$ cat src/sv/renh_pkg.sv
// Shared types and constants for the ray/edge nearest-hit block.
// No dependencies.
package renh_pkg;

   localparam int COORD_W        = 32;
   localparam int OBJECT_ID_BITS = 16;
   localparam int DIFF_W         = COORD_W + 1;
   localparam int PROD_W         = 2 * DIFF_W;
   localparam int CROSS_W        = PROD_W + 1;
   localparam int MAG_W          = PROD_W;
   localparam int HALF_W         = MAG_W / 2;
   localparam int NUM_W          = MAG_W + COORD_W + 1;
   localparam int QUO_W          = COORD_W + 2;
   localparam int DIST_W         = 64;
   localparam int DIV_STEPS      = COORD_W + 1;
   localparam int STEP_W         = 6;
   localparam int REQ_DATA_W     = 8 * COORD_W + OBJECT_ID_BITS;
   localparam int RSP_DATA_W     = 2 * COORD_W + OBJECT_ID_BITS;
   localparam int QUEUE_DEPTH    = 2;

   typedef enum logic {
      KIND_RAY  = 1'b0,
      KIND_EDGE = 1'b1
   } kind_type;

   typedef struct packed {
      logic                        is_ray;
      logic                        last;
      logic                        hit_ok;
      logic [MAG_W-1:0]            tn;
      logic [MAG_W-1:0]            den;
      logic signed [DIFF_W-1:0]    rx;
      logic signed [DIFF_W-1:0]    ry;
      logic [COORD_W-1:0]          org_x;
      logic [COORD_W-1:0]          org_y;
      logic [OBJECT_ID_BITS-1:0]   obj;
   } job_type;

endpackage

$ cat src/sv/renh_queue.sv
// Two-entry job queue between front and back end.
// Depends on renh_pkg.
module renh_queue import renh_pkg::*; (
   input  logic    clock,
   input  logic    reset,
   input  logic    push_valid,
   output logic    push_ready,
   input  job_type push_job,
   output logic    pop_valid,
   input  logic    pop_ready,
   output job_type pop_job
);

   job_type mem_ff [QUEUE_DEPTH];
   logic wr_ptr_ff, rd_ptr_ff;
   logic [1:0] count_ff;
   logic do_push, do_pop;

   assign push_ready = (count_ff != 2'(QUEUE_DEPTH));
   assign pop_valid  = (count_ff != 2'd0);
   assign pop_job    = mem_ff[rd_ptr_ff];
   assign do_push    = push_valid && push_ready;
   assign do_pop     = pop_valid && pop_ready;

   always_ff @(posedge clock) begin
      if (do_push) begin
         mem_ff[wr_ptr_ff] <= push_job;
      end
      if (reset) begin
         wr_ptr_ff <= 1'b0;
         rd_ptr_ff <= 1'b0;
         count_ff  <= 2'd0;
      end else begin
         if (do_push) begin
            wr_ptr_ff <= ~wr_ptr_ff;
         end
         if (do_pop) begin
            rd_ptr_ff <= ~rd_ptr_ff;
         end
         count_ff <= count_ff + 2'(do_push) - 2'(do_pop);
      end
   end

endmodule

$ cat config.mk
export PLATFORM = sky130hd
export DESIGN_NAME = renh_queue
export DESIGN_NICKNAME = d
export VERILOG_FILES = /design/src/sv/renh_pkg.sv /design/src/sv/renh_queue.sv
export SDC_FILE = /design/constraint.sdc
export NUM_CORES = 1
export LEC_CHECK = 0
export BUFFER_PORTS_ARGS = -buffer_cell sky130_fd_sc_hd__clkbuf_2
export CAP_MARGIN = 25
export CORE_UTILIZATION = 35
export CTS_CLUSTER_DIAMETER = 120
export DETAILED_ROUTE_END_ITERATION = 10
export GPL_ROUTABILITY_DRIVEN = 1
export PLACE_DENSITY = 0.68
export SETUP_SLACK_MARGIN = 0.02
export SLEW_MARGIN = 20
export SYNTH_ARGS = -nofsm -noshare
export SYNTH_HDL_FRONTEND = slang
export SYNTH_SLANG_ARGS = --single-unit
$ cat constraint.sdc
create_clock -name clock -period 26.2 [get_ports clock]
set_input_delay 5.24 -clock clock [delete_from_list [all_inputs] [get_ports clock]]
set_output_delay 5.24 -clock clock [all_outputs]
set_load 0.03 [all_outputs]
# [After elaboration in Yosys (flattened, before gate mapping)]
# Memories as Yosys holds them, arrays and structs flattened. A register that Yosys moved wholly into a read port is not among the register bits.
# Index checks and enable logic that the tools add are counted.
[totals] elab_cells=16 mem_count=1 mem_bits_rw=562 register_bits=4 in_bits=285 romBits=0 latch_bits=0 output_inout_bits=283
[memory_table] memory="mem_ff" words=2 width=281 rd=1 rd_ports_with_merged_regs=1 write_ports=1 line="renh_queue.sv:14" text="job_type mem_ff [QUEUE_DEPTH];"
[classes] n_mul=0 bitwise_logic=2 shifts=0 n_eq_ne=1 n_lt_le_gt_ge=0 muxes=4 n_reduce_logical=3 addsub=2 div=0
[op_table] operator="1-bit two-way mux" count=4
[op_table] operator="2-bit by 1-bit adder with 2-bit output" count=1
[op_table] operator="1-bit logical AND" count=2
[op_table] operator="2-bit inequality test, second input constant" count=1
[op_table] operator="1-bit NOT" count=2
[op_table] operator="2-bit nonzero test" count=1
[op_table] operator="2-bit by 1-bit subtractor with 2-bit output" count=1

# [Logic depth before layout (Yosys ltp)]
[logic_depth] word_depth=4 mapped_depth=8 mapped_depth_nobuf=8

# [Least setup slack after synthesis]
# Ideal clock, no wire load.
[synth_path] path_kind="in2reg" startpoint="input push_valid" endpoint="memory mem_ff[0][0] (netlist bit) (enable)" stages=2 arrival_time_ns=16.971 path_buffers=0 setup_slack_ns=8.299 setup_time_ns=0.929 t_required_ns=25.271 path_cell_list="nand2_1 nor2_1"
[synth_between] elab_chain_cells=3
[synth_lines] item="from (decl)" line="renh_queue.sv:6" text="input logic push_valid,"
[synth_lines] item="1-bit logical AND" line="renh_queue.sv:22" text="assign do_push = push_valid && push_ready;"
[synth_lines] item="1-bit two-way mux" line="renh_queue.sv:26" text="if (do_push) begin"
[synth_lines] item="1-bit two-way mux (implied by the code)" line="renh_queue.sv:27" text="mem_ff[wr_ptr_ff] <= push_job;"
[synth_lines] item="to (decl)" line="renh_queue.sv:14"
# Every way passes these cells.

==> summary.txt <==
Synthesis
  • Post-synthesis sequential area ratio: between 80% and 90%
  • Syn Inst Count: between 800 and 900
  • Syn_area_per_cell: roughly 23 µm²
  • Netlist cell types: 19
  • Post-Synthesis Cell Area: between 0.02 and 0.025 mm²
  • Mapped Nets: between 1,000 and 1,500
  • Yosys warns: 0
  • Flops & latches, synth: 567

Min path
  • Worst Hold Class: register to register

Global routing
  • Total track usage: 13.43%
  • Largest net degree at the start of global routing: 155
  • Number of global-route vias before repair: roughly 11,000
  • Remaining Overflow, GRT: 0
  • First-pass GRT wire length: 62.07 mm
  • Initial antenna violation count: 0

Place
  • Number of buffers added on ports: roughly 570
  • Post-DP HPWL: between 20 and 30 mm
  • GPL Wtd Cong: 0.7939

Timing
  • Slew Limit Fails: 0
  • Setup violators final: 0
  • Worst Max-Slew Pin Slew: between 1 and 1.5 ns
  • Period minus WS final: around 9.1 ns
  • Max Freq: about 110 MHz
  • Final TNS setup: 0 ns
  • Normalized max-slew margin: around 23%
  • RSZ-0062 raised after global routing: no
  • Fin. Hold Viols: 0
  • Fin crit share: between 30% and 40%
  • Clock skew: 0.01973 ns

Floorplanning
  • Die Width: about 250 µm
  • Initial core utilization: a little over a third
  • Die height: around 250 µm
  • FP Rows: 89
  • Core area: ~0.06 mm²
  • Num ports: ~570
  • Full die area: 0.06056 mm²

CTS
  • Worst-Skew Late Latency: a little under 0.6 ns
  • TritonCTS Buffers: 56
  • Post-CTS Resized: 0
  • Root Driver: clkbuf_16
  • Hold-fix buffers, CTS: 0
  • Clk sinks: approximately 570
  • Clock Pin Slew Worst Setup and Hold Paths: around 0.060 ns
  • CTS Buffer Depth: 3
  • Post-CTS Setup Bufs: 0
  • CTS tree: yes
  • Total number of H-tree levels: 2

Layout
  • Core Util, Final: around 44%
  • Footprint of the multi-input gates: around 0.0036 mm²
  • Filler Cell Count: 5,128
  • Layout cell share with drive strength beyond 1: between 60% and 70%
  • Sequential cell area: 0.01698 mm²
  • Area Overhead vs Synth: 25.56%
  • Antenna diode count: 0
  • Final nets: ~1,800

Worst setup path
  • Crit-path max cell delay: approximately 0.88 ns
  • Worst path buffer plus inverter count: 3
  • Required @ worst endpoint: 20.96 ns
  • Crit-path most repeated cell: buf_4
  • CP top delay family: buffers and inverters
  • Critical Setup Path Class: register to output pin
  • CP Capture Type: output pin
  • Crit-path slowest cell: buf_4
  • Critical Path AT: about 3.8 ns
  • CP Cell Sequence: buf_4, buf_4, mux2_2, clkbuf_2
  • Critical path launch point type: register
  • CP max FO: roughly 70

Routing
  • Vias per cell: between 4 and 5
  • WL met3: 3.655 mm
  • Via count: around 10,000
  • Drt initial violations: slightly above 400
  • Routed met1 length: around 16 mm
  • Post-route ant nets: 0
  • Post-DR wirelength/cell: approximately 19 µm
  • Post-Route WL: between 40 and 50 mm
  • Top Layer Used: met4
  • Drt first pass iters: 6
  • DRC violations left: 0
  • Met2 routed WL: ~22 mm

Run status
  • Status: finished clean

Pwr
  • Pwr/cell area: 102.7 mW/mm²
  • Maximum VDD drop: 76.36 µV
  • Leak: just under 10 nW

Job
  • Max-cap violations: 0
registers in the layout, summed over array words and instances (netlist names), named ones only:
name / flops
count_ff: 2
mem_ff: 562
rd_ptr_ff: 1
wr_ptr_ff: 1
synth_stat cells:
cell type    n  area share [%]
mux2_2     191              10
nor2b_1      2           0.060
mux2_4      90             6.5
xnor2_1      2           0.084
buf_4       11            0.40
dfxtp_1      5            0.48
and3_1       1           0.030
inv_1        1           0.018
mux2_1       1           0.054
nand2_1      1           0.018
buf_2       10            0.24
buf_6       10            0.54
nand2b_1     1           0.030
o21a_1       1           0.036
ha_1         2            0.12
or2_2        1           0.030
xor2_1       1           0.042
nor2_1       5           0.090
edfxtp_1   562              81
kinds of logic after synthesis:
group / after synthesis / share of synthesized area (%)
buf+inv: 32 / 1.194
mux: 282 / 16.85
fa+ha+maj: 2 / 0.1200
compound gates: 1 / 0.03602
simple gates: 11 / 0.2581
flops: 567 / 81.42
xor+xnor: 3 / 0.1260
cell usage in the layout, fill, tap and decap left out, types with 2 or more instances in the layout:
cell and count:
nor2_1 4, clkbuf_2 567, mux2_4 90, edfxtp_1 562
ha_1 2, clkinv_2 10, clkbuf_16 57, clkinv_4 3
dfxtp_1 4, mux2_2 191, clkbuf_1 18, clkinv_1 13
buf_4 9, inv_6 2, xnor2_1 2, nor2b_1 2
layer usage:
layer,vias to the layer above,global-route usage (%)
li1,4808,-
met1,5231,15.28
met2,387,23.50
met3,64,4.597
met4,0,4.293
met5,-,0
stage by stage:
| stage | total power, mW | setup WS (ns) | hold slack (ns) | cells | instance area [µm²] |
|---|---|---|---|---|---|
| 2_1_floorplan | 1.825 | 8.299 | 0.4810 | 898 | 20850 |
| 3_3_place_gp | 1.982 | 17.73 | 0.4986 | 2217 | 24510 |
| 3_5_place_dp | 1.992 | 17.69 | 0.5108 | 2217 | 24510 |
| 4_1_cts | 2.727 | 17.03 | 0.5305 | 2321 | 26180 |
| 5_1_grt | 2.799 | 16.89 | 0.5779 | 2321 | 26180 |
| 6_report | 2.690 | 17.15 | 0.5185 | 2321 | 26180 |
worst paths after layout:
| kind | start | to | slack (ns) | cells after the start |
|---|---|---|---|---|
| max | register | pop_job[40] | 17.15 | 4 |
| min | rd_ptr_ff | rd_ptr_ff | 0.52 | 2 |
| max reg2reg | count_ff[0] | mem_ff[0][223] | 22.75 | 5 |
| min reg2reg | rd_ptr_ff | rd_ptr_ff | 0.52 | 2 |
worst register-to-register path, delay by kind of cell, from the launching register on:
| kind | cells | cell delay (ns) |
|---|---|---|
| buffers and inverters | 2 | 1.72 |
| flip-flops | 1 | 0.36 |
| AND/OR/NAND/NOR | 3 | 0.87 |
cell type report:
class,count,share of cell area (%)
sequential,567,64.86
inverter,1,0.01434
clock inverter,29,0.6595
tap,773,3.694
timing repair buffer,577,11.17
multi-input combinational,299,13.90
clock buffer,75,5.706
report_power, final:
part           total [mW]  switching (mW)  leakage, nW  internal [mW]
clock               0.729           0.319        0.819          0.409
sequential           1.18          0.0351         5.29           1.14
combinational       0.785           0.514         3.82          0.272
total                2.69           0.868         9.93           1.82
Note: power is estimated with default switching activity, not from simulation.
